===== config.mk =====
export PLATFORM = sky130hd
export DESIGN_NAME = ewma_volatility_estimator_top_flat
export DESIGN_NICKNAME = d
export VERILOG_FILES = /design/src/hdl/ewmav_pkg.sv /design/src/hdl/ewmav_req_if.sv /design/src/hdl/ewmav_rsp_if.sv /design/src/hdl/ewmav_isqrt.sv /design/src/hdl/ewmav_datapath.sv /design/src/hdl/ewmav_ctrl.sv /design/src/hdl/ewma_volatility_estimator_top.sv /design/src/flat_wrapper.sv
export SDC_FILE = /design/constraint.sdc
export NUM_CORES = 2
export LEC_CHECK = 0
export BUFFER_PORTS_ARGS = -buffer_cell sky130_fd_sc_hd__buf_4
export CELL_PAD_IN_SITES_DETAIL_PLACEMENT = 1
export CELL_PAD_IN_SITES_GLOBAL_PLACEMENT = 1
export CORE_AREA = 4 4 466 468
export DETAILED_ROUTE_END_ITERATION = 10
export DIE_AREA = 0 0 470 472
export PLACE_DENSITY_LB_ADDON = 0.1
export SKIP_LAST_GASP = 1
export SYNTH_ARGS = -nofsm -noshare
export SYNTH_HDL_FRONTEND = slang
export SYNTH_SLANG_ARGS = --single-unit

===== constraint.sdc =====
create_clock -name clock -period 14.7 [get_ports clock]
set_input_delay 0.735 -clock clock [delete_from_list [all_inputs] [get_ports clock]]
set_output_delay 0.735 -clock clock [all_outputs]
set_load 0.05 [all_outputs]

===== src/hdl/ewmav_pkg.sv =====
package ewmav_pkg;

   localparam int SAMPLE_W    = 32;
   localparam int EST_W       = 32;
   localparam int OPND_W      = 32;
   localparam int PROD_W      = 2 * OPND_W;
   localparam int ROOT_IN_W   = 64;
   localparam int ROOT_W      = ROOT_IN_W / 2;
   localparam int CSR_DATA_W  = 32;
   localparam int CSR_INDEX_W = 2;
   localparam int KIND_W      = 2;
   localparam int STEP_W      = 3;

   localparam logic [STEP_W-1:0] LAST_STEP = 3'd5;

   localparam logic [KIND_W-1:0] KIND_STDDEV   = 2'd0;
   localparam logic [KIND_W-1:0] KIND_VARIANCE = 2'd1;
   localparam logic [KIND_W-1:0] KIND_MEANABS  = 2'd2;

   localparam logic [CSR_INDEX_W-1:0] CSR_DECAY = 2'd0;
   localparam logic [CSR_INDEX_W-1:0] CSR_SEED  = 2'd1;
   localparam logic [CSR_INDEX_W-1:0] CSR_KIND  = 2'd2;

   typedef enum logic [1:0] {OPA_PREV, OPA_MAG, OPA_TLO, OPA_THI} opa_type;
   typedef enum logic [1:0] {OPB_PREV, OPB_MAG, OPB_LAM, OPB_REST} opb_type;
   typedef enum logic [2:0] {WR_NONE, WR_TEMP, WR_ACC0, WR_ACC32, WR_ACCF} wr_type;

   typedef enum logic [2:0] {
      ST_IDLE, ST_MUL, ST_WR, ST_ROOT_GO, ST_ROOT_WAIT, ST_DONE
   } state_type;

   typedef struct packed {
      opa_type opa;
      opb_type opb;
      wr_type  wr;
      logic    last;
   } uop_type;

   typedef struct packed {
      logic    load;
      logic    mul_en;
      opa_type opa;
      opb_type opb;
      wr_type  wr;
      logic    root_start;
      logic    finish;
   } cmd_type;

   typedef struct packed {
      logic [KIND_W-1:0] kind;
      logic              root_done;
   } sts_type;

   // Multiply program: one product per step, then where it goes.
   function automatic uop_type ewmav_uop(input logic [KIND_W-1:0] kind,
                                         input logic [STEP_W-1:0] step);
      uop_type u;
      u = '{OPA_PREV, OPB_LAM, WR_NONE, 1'b1};
      case (kind)
         KIND_STDDEV: begin
            case (step)
               3'd0: u = '{OPA_PREV, OPB_PREV, WR_TEMP,  1'b0};
               3'd1: u = '{OPA_TLO,  OPB_LAM,  WR_ACC0,  1'b0};
               3'd2: u = '{OPA_THI,  OPB_LAM,  WR_ACC32, 1'b0};
               3'd3: u = '{OPA_MAG,  OPB_MAG,  WR_TEMP,  1'b0};
               3'd4: u = '{OPA_TLO,  OPB_REST, WR_ACC0,  1'b0};
               3'd5: u = '{OPA_THI,  OPB_REST, WR_ACC32, 1'b1};
               default: u = '{OPA_PREV, OPB_LAM, WR_NONE, 1'b1};
            endcase
         end
         KIND_VARIANCE: begin
            case (step)
               3'd0: u = '{OPA_PREV, OPB_LAM,  WR_ACCF,  1'b0};
               3'd1: u = '{OPA_MAG,  OPB_MAG,  WR_TEMP,  1'b0};
               3'd2: u = '{OPA_TLO,  OPB_REST, WR_ACC0,  1'b0};
               3'd3: u = '{OPA_THI,  OPB_REST, WR_ACC32, 1'b1};
               default: u = '{OPA_PREV, OPB_LAM, WR_NONE, 1'b1};
            endcase
         end
         default: begin
            // mean absolute, also the unused code
            case (step)
               3'd0: u = '{OPA_PREV, OPB_LAM,  WR_ACC0, 1'b0};
               3'd1: u = '{OPA_MAG,  OPB_REST, WR_ACC0, 1'b1};
               default: u = '{OPA_PREV, OPB_LAM, WR_NONE, 1'b1};
            endcase
         end
      endcase
      return u;
   endfunction

endpackage


===== src/hdl/ewmav_req_if.sv =====
interface ewmav_req_if;
   logic                                valid;
   logic                                ready;
   logic signed [ewmav_pkg::SAMPLE_W-1:0] sample;
   logic                                end_of_series;

   modport source (output valid, output sample, output end_of_series, input ready);
   modport sink   (input valid, input sample, input end_of_series, output ready);
endinterface


===== src/hdl/ewmav_rsp_if.sv =====
interface ewmav_rsp_if;
   logic                         valid;
   logic                         ready;
   logic [ewmav_pkg::EST_W-1:0]  estimate;
   logic                         saturated;

   modport source (output valid, output estimate, output saturated, input ready);
   modport sink   (input valid, input estimate, input saturated, output ready);
endinterface


===== src/hdl/ewmav_isqrt.sv =====
module ewmav_isqrt (
   input  logic                               clock,
   input  logic                               reset,
   input  logic                               start,
   input  logic [ewmav_pkg::ROOT_IN_W-1:0]    radicand,
   output logic                               done,
   output logic [ewmav_pkg::ROOT_W-1:0]       root
);

   localparam int CNT_W = $clog2(ewmav_pkg::ROOT_W);
   localparam int XW    = ewmav_pkg::ROOT_IN_W;

   logic [XW-1:0]    x_ff, x_in;
   logic [XW-1:0]    res_ff, res_in;
   logic [XW-1:0]    bit_ff, bit_in;
   logic [CNT_W-1:0] cnt_ff, cnt_in;
   logic             busy_ff, busy_in;
   logic             done_ff, done_in;
   logic [XW-1:0]    trial;
   logic             last_iter;

   always_ff @(posedge clock) begin
      if (reset) begin
         busy_ff <= 1'b0;
         done_ff <= 1'b0;
         cnt_ff  <= '0;
      end else begin
         busy_ff <= busy_in;
         done_ff <= done_in;
         cnt_ff  <= cnt_in;
      end
   end

   always_ff @(posedge clock) begin
      x_ff   <= x_in;
      res_ff <= res_in;
      bit_ff <= bit_in;
   end

   always_comb begin
      trial     = res_ff + bit_ff;
      last_iter = (cnt_ff == CNT_W'(ewmav_pkg::ROOT_W - 1));
      x_in      = x_ff;
      res_in    = res_ff;
      bit_in    = bit_ff;
      cnt_in    = cnt_ff;
      busy_in   = busy_ff;
      done_in   = busy_ff & last_iter;
      if (start) begin
         x_in    = radicand;
         res_in  = '0;
         bit_in  = XW'(1) << (XW - 2);
         cnt_in  = '0;
         busy_in = 1'b1;
      end else if (busy_ff) begin
         // one result bit per cycle
         if (x_ff >= trial) begin
            x_in   = x_ff - trial;
            res_in = (res_ff >> 1) + bit_ff;
         end else begin
            res_in = res_ff >> 1;
         end
         bit_in = bit_ff >> 2;
         cnt_in = cnt_ff + CNT_W'(1);
         if (last_iter) begin
            busy_in = 1'b0;
         end
      end
   end

   assign done = done_ff;
   assign root = res_ff[ewmav_pkg::ROOT_W-1:0];

   a_root_fits: assert property (@(posedge clock) disable iff (reset)
      done_ff |-> (res_ff[XW-1:ewmav_pkg::ROOT_W] == '0))
      else $error("square root wider than result");

   a_done_after_busy: assert property (@(posedge clock) disable iff (reset)
      done_ff |-> (!busy_ff && $past(busy_ff)))
      else $error("root done without a finished pass");

endmodule


===== src/hdl/ewmav_datapath.sv =====
module ewmav_datapath #(
   parameter int SAMPLE_FRAC_BITS = 16,
   parameter int DECAY_FRAC_BITS  = 16
) (
   input  logic                                     clock,
   input  logic                                     reset,
   input  logic                                     csr_we,
   input  logic [ewmav_pkg::CSR_INDEX_W-1:0]        csr_index,
   input  logic [ewmav_pkg::CSR_DATA_W-1:0]         csr_wdata,
   input  logic signed [ewmav_pkg::SAMPLE_W-1:0]    sample,
   input  logic                                     end_of_series,
   input  ewmav_pkg::cmd_type                       cmd,
   output ewmav_pkg::sts_type                       sts,
   output logic [ewmav_pkg::EST_W-1:0]              estimate,
   output logic                                     saturated
);

   localparam int LAM_W      = DECAY_FRAC_BITS + 1;
   localparam int ACC_W      = ewmav_pkg::PROD_W + DECAY_FRAC_BITS + 2;
   localparam int OW         = ewmav_pkg::OPND_W;
   localparam int PW         = ewmav_pkg::PROD_W;
   localparam int EW         = ewmav_pkg::EST_W;
   localparam int DECAY_RST  = (94 * (1 << DECAY_FRAC_BITS) + 50) / 100;
   localparam logic [LAM_W-1:0] DECAY_ONE = LAM_W'(1) << DECAY_FRAC_BITS;

   logic [LAM_W-1:0]                decay_ff, decay_in;
   logic [EW-1:0]                   seed_ff, seed_in;
   logic [ewmav_pkg::KIND_W-1:0]    kind_ff, kind_in;
   logic [EW-1:0]                   prev_ff, prev_in;
   logic                            fresh_ff, fresh_in;

   logic [OW-1:0]                   p_ff, p_in;
   logic [OW-1:0]                   mag_ff, mag_in;
   logic                            eos_ff, eos_in;
   logic [PW-1:0]                   prod_ff, prod_in;
   logic [PW-1:0]                   temp_ff, temp_in;
   logic [ACC_W-1:0]                acc_ff, acc_in;
   logic [EW-1:0]                   est_ff, est_in;
   logic                            sat_ff, sat_in;

   logic [LAM_W-1:0]                lam;
   logic [LAM_W-1:0]                rest;
   logic [OW-1:0]                   raw;
   logic [OW-1:0]                   op_a;
   logic [OW-1:0]                   op_b;
   logic [ACC_W-1:0]                scaled_d;
   logic [ACC_W-1:0]                scaled_v;
   logic [ewmav_pkg::ROOT_W-1:0]    root;
   logic                            root_done;

   ewmav_isqrt u_isqrt (
      .clock    (clock),
      .reset    (reset),
      .start    (cmd.root_start),
      .radicand (scaled_d[ewmav_pkg::ROOT_IN_W-1:0]),
      .done     (root_done),
      .root     (root)
   );

   always_ff @(posedge clock) begin
      if (reset) begin
         decay_ff <= LAM_W'(DECAY_RST);
         seed_ff  <= '0;
         kind_ff  <= ewmav_pkg::KIND_STDDEV;
         prev_ff  <= '0;
         fresh_ff <= 1'b1;
      end else begin
         decay_ff <= decay_in;
         seed_ff  <= seed_in;
         kind_ff  <= kind_in;
         prev_ff  <= prev_in;
         fresh_ff <= fresh_in;
      end
   end

   always_ff @(posedge clock) begin
      p_ff    <= p_in;
      mag_ff  <= mag_in;
      eos_ff  <= eos_in;
      prod_ff <= prod_in;
      temp_ff <= temp_in;
      acc_ff  <= acc_in;
      est_ff  <= est_in;
      sat_ff  <= sat_in;
   end

   // clamp lambda to one
   always_comb begin
      lam  = (decay_ff > DECAY_ONE) ? DECAY_ONE : decay_ff;
      rest = DECAY_ONE - lam;
      raw  = sample;
   end

   always_comb begin
      decay_in = decay_ff;
      seed_in  = seed_ff;
      kind_in  = kind_ff;
      if (csr_we) begin
         case (csr_index)
            ewmav_pkg::CSR_DECAY: decay_in = csr_wdata[LAM_W-1:0];
            ewmav_pkg::CSR_SEED:  seed_in  = csr_wdata[EW-1:0];
            ewmav_pkg::CSR_KIND:  kind_in  = csr_wdata[ewmav_pkg::KIND_W-1:0];
            default: ;
         endcase
      end
   end

   always_comb begin
      case (cmd.opa)
         ewmav_pkg::OPA_PREV: op_a = p_ff;
         ewmav_pkg::OPA_MAG:  op_a = mag_ff;
         ewmav_pkg::OPA_TLO:  op_a = temp_ff[OW-1:0];
         ewmav_pkg::OPA_THI:  op_a = temp_ff[PW-1:OW];
         default:             op_a = p_ff;
      endcase
      case (cmd.opb)
         ewmav_pkg::OPB_PREV: op_b = p_ff;
         ewmav_pkg::OPB_MAG:  op_b = mag_ff;
         ewmav_pkg::OPB_LAM:  op_b = OW'(lam);
         ewmav_pkg::OPB_REST: op_b = OW'(rest);
         default:             op_b = OW'(lam);
      endcase
   end

   always_comb begin
      p_in    = p_ff;
      mag_in  = mag_ff;
      eos_in  = eos_ff;
      prod_in = prod_ff;
      temp_in = temp_ff;
      acc_in  = acc_ff;
      if (cmd.load) begin
         p_in   = fresh_ff ? seed_ff : prev_ff;
         mag_in = raw[OW-1] ? (OW'(0) - raw) : raw;
         eos_in = end_of_series;
         acc_in = '0;
      end
      if (cmd.mul_en) begin
         prod_in = PW'(op_a) * PW'(op_b);
      end
      case (cmd.wr)
         ewmav_pkg::WR_TEMP:  temp_in = prod_ff;
         ewmav_pkg::WR_ACC0:  acc_in  = acc_ff + ACC_W'(prod_ff);
         ewmav_pkg::WR_ACC32: acc_in  = acc_ff + (ACC_W'(prod_ff) << OW);
         ewmav_pkg::WR_ACCF:  acc_in  = acc_ff + (ACC_W'(prod_ff) << SAMPLE_FRAC_BITS);
         default: ;
      endcase
   end

   always_comb begin
      scaled_d = acc_ff >> DECAY_FRAC_BITS;
      scaled_v = acc_ff >> (SAMPLE_FRAC_BITS + DECAY_FRAC_BITS);
      est_in   = est_ff;
      sat_in   = sat_ff;
      prev_in  = prev_ff;
      fresh_in = fresh_ff;
      if (cmd.finish) begin
         case (kind_ff)
            ewmav_pkg::KIND_STDDEV: begin
               est_in = root;
               sat_in = 1'b0;
            end
            ewmav_pkg::KIND_VARIANCE: begin
               sat_in = |scaled_v[ACC_W-1:EW];
               est_in = sat_in ? '1 : scaled_v[EW-1:0];
            end
            default: begin
               est_in = scaled_d[EW-1:0];
               sat_in = 1'b0;
            end
         endcase
         // clipped value carries into the next item
         prev_in  = est_in;
         fresh_in = eos_ff;
      end
   end

   assign sts.kind      = kind_ff;
   assign sts.root_done = root_done;
   assign estimate      = est_ff;
   assign saturated     = sat_ff;

   a_prev_tracks_est: assert property (@(posedge clock) disable iff (reset)
      $past(cmd.finish) |-> (prev_ff == est_ff))
      else $error("previous estimate differs from delivered word");

   a_sat_is_max: assert property (@(posedge clock) disable iff (reset)
      ($past(cmd.finish) && sat_ff) |-> (&est_ff))
      else $error("saturated word is not full scale");

endmodule


===== src/hdl/ewmav_ctrl.sv =====
module ewmav_ctrl (
   input  logic                clock,
   input  logic                reset,
   input  logic                req_valid,
   output logic                req_ready,
   output logic                rsp_valid,
   input  logic                rsp_ready,
   output ewmav_pkg::cmd_type  cmd,
   input  ewmav_pkg::sts_type  sts
);

   ewmav_pkg::state_type              state_ff, state_in;
   logic [ewmav_pkg::STEP_W-1:0]      step_ff, step_in;
   logic                              out_valid_ff, out_valid_in;
   ewmav_pkg::uop_type                uop;

   always_ff @(posedge clock) begin
      if (reset) begin
         state_ff     <= ewmav_pkg::ST_IDLE;
         step_ff      <= '0;
         out_valid_ff <= 1'b0;
      end else begin
         state_ff     <= state_in;
         step_ff      <= step_in;
         out_valid_ff <= out_valid_in;
      end
   end

   always_comb begin
      uop       = ewmav_pkg::ewmav_uop(sts.kind, step_ff);
      state_in  = state_ff;
      step_in   = step_ff;
      cmd       = '0;
      req_ready = 1'b0;
      case (state_ff)
         ewmav_pkg::ST_IDLE: begin
            req_ready = 1'b1;
            if (req_valid) begin
               cmd.load = 1'b1;
               step_in  = '0;
               state_in = ewmav_pkg::ST_MUL;
            end
         end
         ewmav_pkg::ST_MUL: begin
            cmd.mul_en = 1'b1;
            cmd.opa    = uop.opa;
            cmd.opb    = uop.opb;
            state_in   = ewmav_pkg::ST_WR;
         end
         ewmav_pkg::ST_WR: begin
            cmd.wr = uop.wr;
            if (uop.last) begin
               state_in = (sts.kind == ewmav_pkg::KIND_STDDEV) ?
                          ewmav_pkg::ST_ROOT_GO : ewmav_pkg::ST_DONE;
            end else begin
               step_in  = step_ff + ewmav_pkg::STEP_W'(1);
               state_in = ewmav_pkg::ST_MUL;
            end
         end
         ewmav_pkg::ST_ROOT_GO: begin
            cmd.root_start = 1'b1;
            state_in       = ewmav_pkg::ST_ROOT_WAIT;
         end
         ewmav_pkg::ST_ROOT_WAIT: begin
            if (sts.root_done) begin
               state_in = ewmav_pkg::ST_DONE;
            end
         end
         ewmav_pkg::ST_DONE: begin
            // hold until the output register is free
            if (!out_valid_ff || rsp_ready) begin
               cmd.finish = 1'b1;
               state_in   = ewmav_pkg::ST_IDLE;
            end
         end
         default: begin
            state_in = ewmav_pkg::ST_IDLE;
         end
      endcase
      out_valid_in = cmd.finish | (out_valid_ff & ~rsp_ready);
   end

   assign rsp_valid = out_valid_ff;

   a_step_in_program: assert property (@(posedge clock) disable iff (reset)
      (state_ff == ewmav_pkg::ST_MUL) |-> (step_ff <= ewmav_pkg::LAST_STEP))
      else $error("multiply step past end of program");

   a_word_from_done: assert property (@(posedge clock) disable iff (reset)
      $rose(out_valid_ff) |-> ($past(state_ff) == ewmav_pkg::ST_DONE))
      else $error("result word raised outside completion");

endmodule


===== src/hdl/ewma_volatility_estimator_top.sv =====
// Each accepted word runs its whole multiply program (and, in standard deviation mode, the root)
// before its result word is registered; the next word is accepted only back in idle, so the
// block never takes a new word before the last one is through.
// One shared 32x32 multiplier computes each product in a multiply and a write state (6, 4 or 2
// products by mode); the root adds a launch state, a bit-serial loop over the 32 result bits and a done flag.
// Synchronous reset restores register defaults, zeroes the previous estimate and reseeds.
module ewma_volatility_estimator_top #(
   parameter int SAMPLE_FRAC_BITS = 16,
   parameter int DECAY_FRAC_BITS  = 16
) (
   input  logic                                 clock,
   input  logic                                 reset,
   ewmav_req_if.sink                            req_if,
   ewmav_rsp_if.source                          rsp_if,
   input  logic                                 csr_we,
   input  logic [ewmav_pkg::CSR_INDEX_W-1:0]    csr_index,
   input  logic [ewmav_pkg::CSR_DATA_W-1:0]     csr_wdata
);

   ewmav_pkg::cmd_type cmd;
   ewmav_pkg::sts_type sts;

   ewmav_ctrl u_ctrl (
      .clock     (clock),
      .reset     (reset),
      .req_valid (req_if.valid),
      .req_ready (req_if.ready),
      .rsp_valid (rsp_if.valid),
      .rsp_ready (rsp_if.ready),
      .cmd       (cmd),
      .sts       (sts)
   );

   ewmav_datapath #(
      .SAMPLE_FRAC_BITS (SAMPLE_FRAC_BITS),
      .DECAY_FRAC_BITS  (DECAY_FRAC_BITS)
   ) u_datapath (
      .clock         (clock),
      .reset         (reset),
      .csr_we        (csr_we),
      .csr_index     (csr_index),
      .csr_wdata     (csr_wdata),
      .sample        (req_if.sample),
      .end_of_series (req_if.end_of_series),
      .cmd           (cmd),
      .sts           (sts),
      .estimate      (rsp_if.estimate),
      .saturated     (rsp_if.saturated)
   );

endmodule

===== src/flat_wrapper.sv =====
// flat-port wrapper written by rule: the top's interface ports become plain ports
module ewma_volatility_estimator_top_flat 
#(
   parameter int SAMPLE_FRAC_BITS = 16,
   parameter int DECAY_FRAC_BITS  = 16
)
  (clock, reset, csr_we, csr_index, csr_wdata, req_if_valid, req_if_sample, req_if_end_of_series, req_if_ready, rsp_if_valid, rsp_if_estimate, rsp_if_saturated, rsp_if_ready);
  ewmav_req_if req_if_i ();
  ewmav_rsp_if rsp_if_i ();
  input  logic clock;
  input  logic reset;
  input  logic csr_we;
  input  logic [ewmav_pkg::CSR_INDEX_W-1:0] csr_index;
  input  logic [ewmav_pkg::CSR_DATA_W-1:0] csr_wdata;
  input wire logic [$bits(req_if_i.valid)-1:0] req_if_valid;
  input wire logic [$bits(req_if_i.sample)-1:0] req_if_sample;
  input wire logic [$bits(req_if_i.end_of_series)-1:0] req_if_end_of_series;
  output wire logic [$bits(req_if_i.ready)-1:0] req_if_ready;
  output wire logic [$bits(rsp_if_i.valid)-1:0] rsp_if_valid;
  output wire logic [$bits(rsp_if_i.estimate)-1:0] rsp_if_estimate;
  output wire logic [$bits(rsp_if_i.saturated)-1:0] rsp_if_saturated;
  input wire logic [$bits(rsp_if_i.ready)-1:0] rsp_if_ready;
  assign req_if_i.valid = req_if_valid;
  assign req_if_i.sample = req_if_sample;
  assign req_if_i.end_of_series = req_if_end_of_series;
  assign req_if_ready = req_if_i.ready;
  assign rsp_if_valid = rsp_if_i.valid;
  assign rsp_if_estimate = rsp_if_i.estimate;
  assign rsp_if_saturated = rsp_if_i.saturated;
  assign rsp_if_i.ready = rsp_if_ready;
  ewma_volatility_estimator_top #(.SAMPLE_FRAC_BITS(SAMPLE_FRAC_BITS), .DECAY_FRAC_BITS(DECAY_FRAC_BITS)) u_core (.clock(clock), .reset(reset), .req_if(req_if_i), .rsp_if(rsp_if_i), .csr_we(csr_we), .csr_index(csr_index), .csr_wdata(csr_wdata));
endmodule

==> results.cfg <==
[yosys]
yosysUniqueCellTypes = 94
synth-edff-count = 372
syn_avg_cell_area_um2 = 8.79
synth_top_area_cell = fa_1
yosysSeqAreaShare_pct = 20.2
synth_top_area_share_pct = 24.2
async_reset_ff_share_pct = 0
syn-num-nets = 10007
synth_top_flop_cell = edfxtp_1
ys_warn_count = 0
synthCells = 8456
synth_seq_cells = 566
synth.area.top_cells = fa_1 24%, edfxtp_1 15%, ha_1 9.7%, dfxtp_1 5.2%, inv_1 5.1%
syn_area_um2 = 74400

[setup_path]
slowest_delay_ns = 1.05
ff2ff_path_depth = 37
worst_ep_required_time_ns = 15.11
worst_path_max_delay_cell = nand2_1
r2r_setup_slack_ns = 1.99
crit_path_end_kind = flip-flop
crit_path_max_fanout = 25
crit_arrival_ns = 13.13
reg2reg_from = u_core.u_ctrl.step_ff[1]$_SDFFE_PP0P_
r2r_end = u_core.u_datapath.prod_ff[63]$_DFFE_PN_
critPathKind = reg2reg
crit_top_cell = fa_1
startpoint_type = flip-flop

[place]
preCtsSetupSlack_ns = 2.32
gp_congestion = 0.930
place_hpwl_um = 241000
port-buffer-count = 106

[timing]
tns_ns = 0
hold_violations = 0
fin_crit_sh_pct = 86.5
slew_violations = 0
finClkSkew_ns = 0.0402
worstMarginPinSlew_ns = 1.21
clock.fmax_mhz = 78.7
period_needed_ns = 12.71
setup_slack_ns = 1.99
maxSlewHeadroom_pct = 18.5
rsz0062_at_grt = no
setup_violations = 0

[clock_network]
cts_setup_buffers = 0
numCtsBuffers = 74
h-tree-depth = 3
cts_root_buffer = clkbuf_16
cts-hold-fix-buffers = 0
path_clk_slew_ns = 0.06
ctsResizeCount = 0
cts.sinks = 566
insertion_delay_ns = 0.71
clock_path_buffers = 3
cts_tree = built

[floorplan]
pin_count = 107
start_util_pct = 34.8
die_w_um = 470
design.die.area_um2 = 222000
dieHeight_um = 472
core_area_um2 = 214000
rows = 170

[cells_and_area]
area_delta_synth_final_pct = 8.83
fill_cells = 24853
fin_nets = 9868
final_cell_mix = 1012 x inv_1, 987 x nand2_1, 916 x nor2_1, 900 x fa_1, 579 x ha_1
final_common_cell = inv_1
drive_above_1_share_pct = 6.50

[min_path]
hold_depth = 1
hold_start = req_if_end_of_series
holdPathEnd = u_core.u_datapath.eos_ff$_DFFE_PP_
hold_path.class = in2reg

[route]
viasPerCell = 5.57
drt-initial-drc-count = 4538
dr.pass1.iters = 5
wl_um = 307000
wl_per_cell_um = 27.3
ant_nets = 0
num_vias = 62467
drc = 0

[run]
drv_cap = 0

[global_route]
grt-ovfl-total = 0
grt_max_degree = 75
grt_pass1_wl_um = 453000
grt_pass1_vias = 65912
antenna_found_initial = 31
grt_usage_pct = 27.4

[run_status]
outcome = finished, final reports clean
[state kept, by name (all words and copies together), names as in the netlist, 5 cells and up]
signal,count
u_core.u_datapath.acc_ff,82
u_core.u_datapath.decay_ff,17
u_core.u_datapath.estimate,32
u_core.u_datapath.mag_ff,32
u_core.u_datapath.p_ff,32
u_core.u_datapath.prev_ff,32
u_core.u_datapath.prod_ff,64
u_core.u_datapath.seed_ff,32
u_core.u_datapath.temp_ff,64
u_core.u_datapath.u_isqrt.bit_ff,32
u_core.u_datapath.u_isqrt.cnt_ff,5
u_core.u_datapath.u_isqrt.res_ff,64
u_core.u_datapath.u_isqrt.x_ff,64
[Yosys cell counts, drive strengths merged, types with 13 or more instances]
library cell and number:
nor2b 115, a211oi 108, a21o 197, mux2i 202, o22ai 23, mux2 67, edfxtp 372, a211o 14
and2 29, o31ai 43, o211ai 29, a221oi 20, o21ai 362, xor2 159, o221ai 25, ha 579
or2 25, nand2 989, xnor2 288, a31o 21, nand3 97, a21oi 485, a31oi 91, or3 24
and3 28, dfxtp 194, nor4 20, o41ai 14, fa 900, buf 58, inv 1013, or4 19
o21a 45, clkbuf 381, o21bai 79, nand4 104, nand2b 67, nand3b 13, nor2 928, nor3 79
a22oi 33
[logic make-up (layout without fill, tap and decap cells)]
group | Yosys count | after routing | share of synthesized area (%)
buffers and inverters | 1452 | 1371 | 7.40
other | 0 | 8 | 0
AO/OA/AOI/OAI | 1680 | 1680 | 14.4
adder cells (fa/ha/maj) | 1479 | 1479 | 34.0
AND/OR/NAND/NOR | 2563 | 2563 | 15.0
flip-flops | 566 | 566 | 20.2
XOR/XNOR | 447 | 447 | 5.27
multiplexers | 269 | 269 | 3.73
[worst max-delay path, delay by kind of cell (launching register included)]
| family | cells | cell delay (ns) |
|---|---|---|
| and+or+nand+nor | 8 | 2.63 |
| xor gates and xnor gates | 2 | 0.33 |
| AOI/OAI and AO/OA | 11 | 3.56 |
| adders and majority gates | 10 | 4.68 |
| DFF | 1 | 0.40 |
| buffers and inverters | 6 | 0.77 |
[worst max-delay path by stage]
stage / slack [ns] / cells after the start / end / from
global route: 1.29 / 37 / u_core.u_datapath.prod_ff[63]$_DFFE_PN_ / u_core.u_ctrl.step_ff[1]$_SDFFE_PP0P_
finish: 1.99 / 37 / u_core.u_datapath.prod_ff[63]$_DFFE_PN_ / u_core.u_ctrl.step_ff[1]$_SDFFE_PP0P_
global placement: 2.53 / 37 / u_core.u_datapath.prod_ff[63]$_DFFE_PN_ / u_core.u_ctrl.step_ff[1]$_SDFFE_PP0P_
floorplan: 3.70 / 36 / u_core.u_datapath.prod_ff[63]$_DFFE_PN_ / u_core.u_ctrl.state_ff[0]$_SDFFE_PP0P_
CTS: 2.23 / 37 / u_core.u_datapath.prod_ff[63]$_DFFE_PN_ / u_core.u_ctrl.step_ff[1]$_SDFFE_PP0P_
detailed placement: 2.32 / 37 / u_core.u_datapath.prod_ff[63]$_DFFE_PN_ / u_core.u_ctrl.step_ff[1]$_SDFFE_PP0P_
[cell type report]
class                      count  area [um^2]  share of cell area [%]
sequential                   566        15100                    18.6
timing repair buffer         224         1690                    2.09
clock inverter                38          490                   0.606
multi-input combinational   6438        54200                    67.0
clock buffer                  96         2060                    2.55
antenna                        8         20.0                  0.0247
tap                         2838         3550                    4.39
inverter                    1013         3800                    4.70
[metrics by stage]
step	instances	util [%]	hold WS, ns	area [um^2]
after floorplan	8456	-	0.428	74400
after global placement	11079	36.7	0.438	78400
after detailed placement	11079	36.7	0.447	78400
after CTS	11213	37.9	0.167	80900
after global routing	11216	37.9	0.181	80900
final	11221	37.9	0.218	80900
[layer usage]
metal  vias up  share of wire (%)  global-route usage, %
met4         0                3.9                   9.34
met1     32452                 46                   38.6
met5         -                  0                      0
met3       385                5.0                   3.00
li1      28031                  -                      -
met2      1599                 45                   43.7
Power is left out: the tool's default activity adds up to more than one toggle a clock period on the data nets, which glitch-free logic cannot reach.
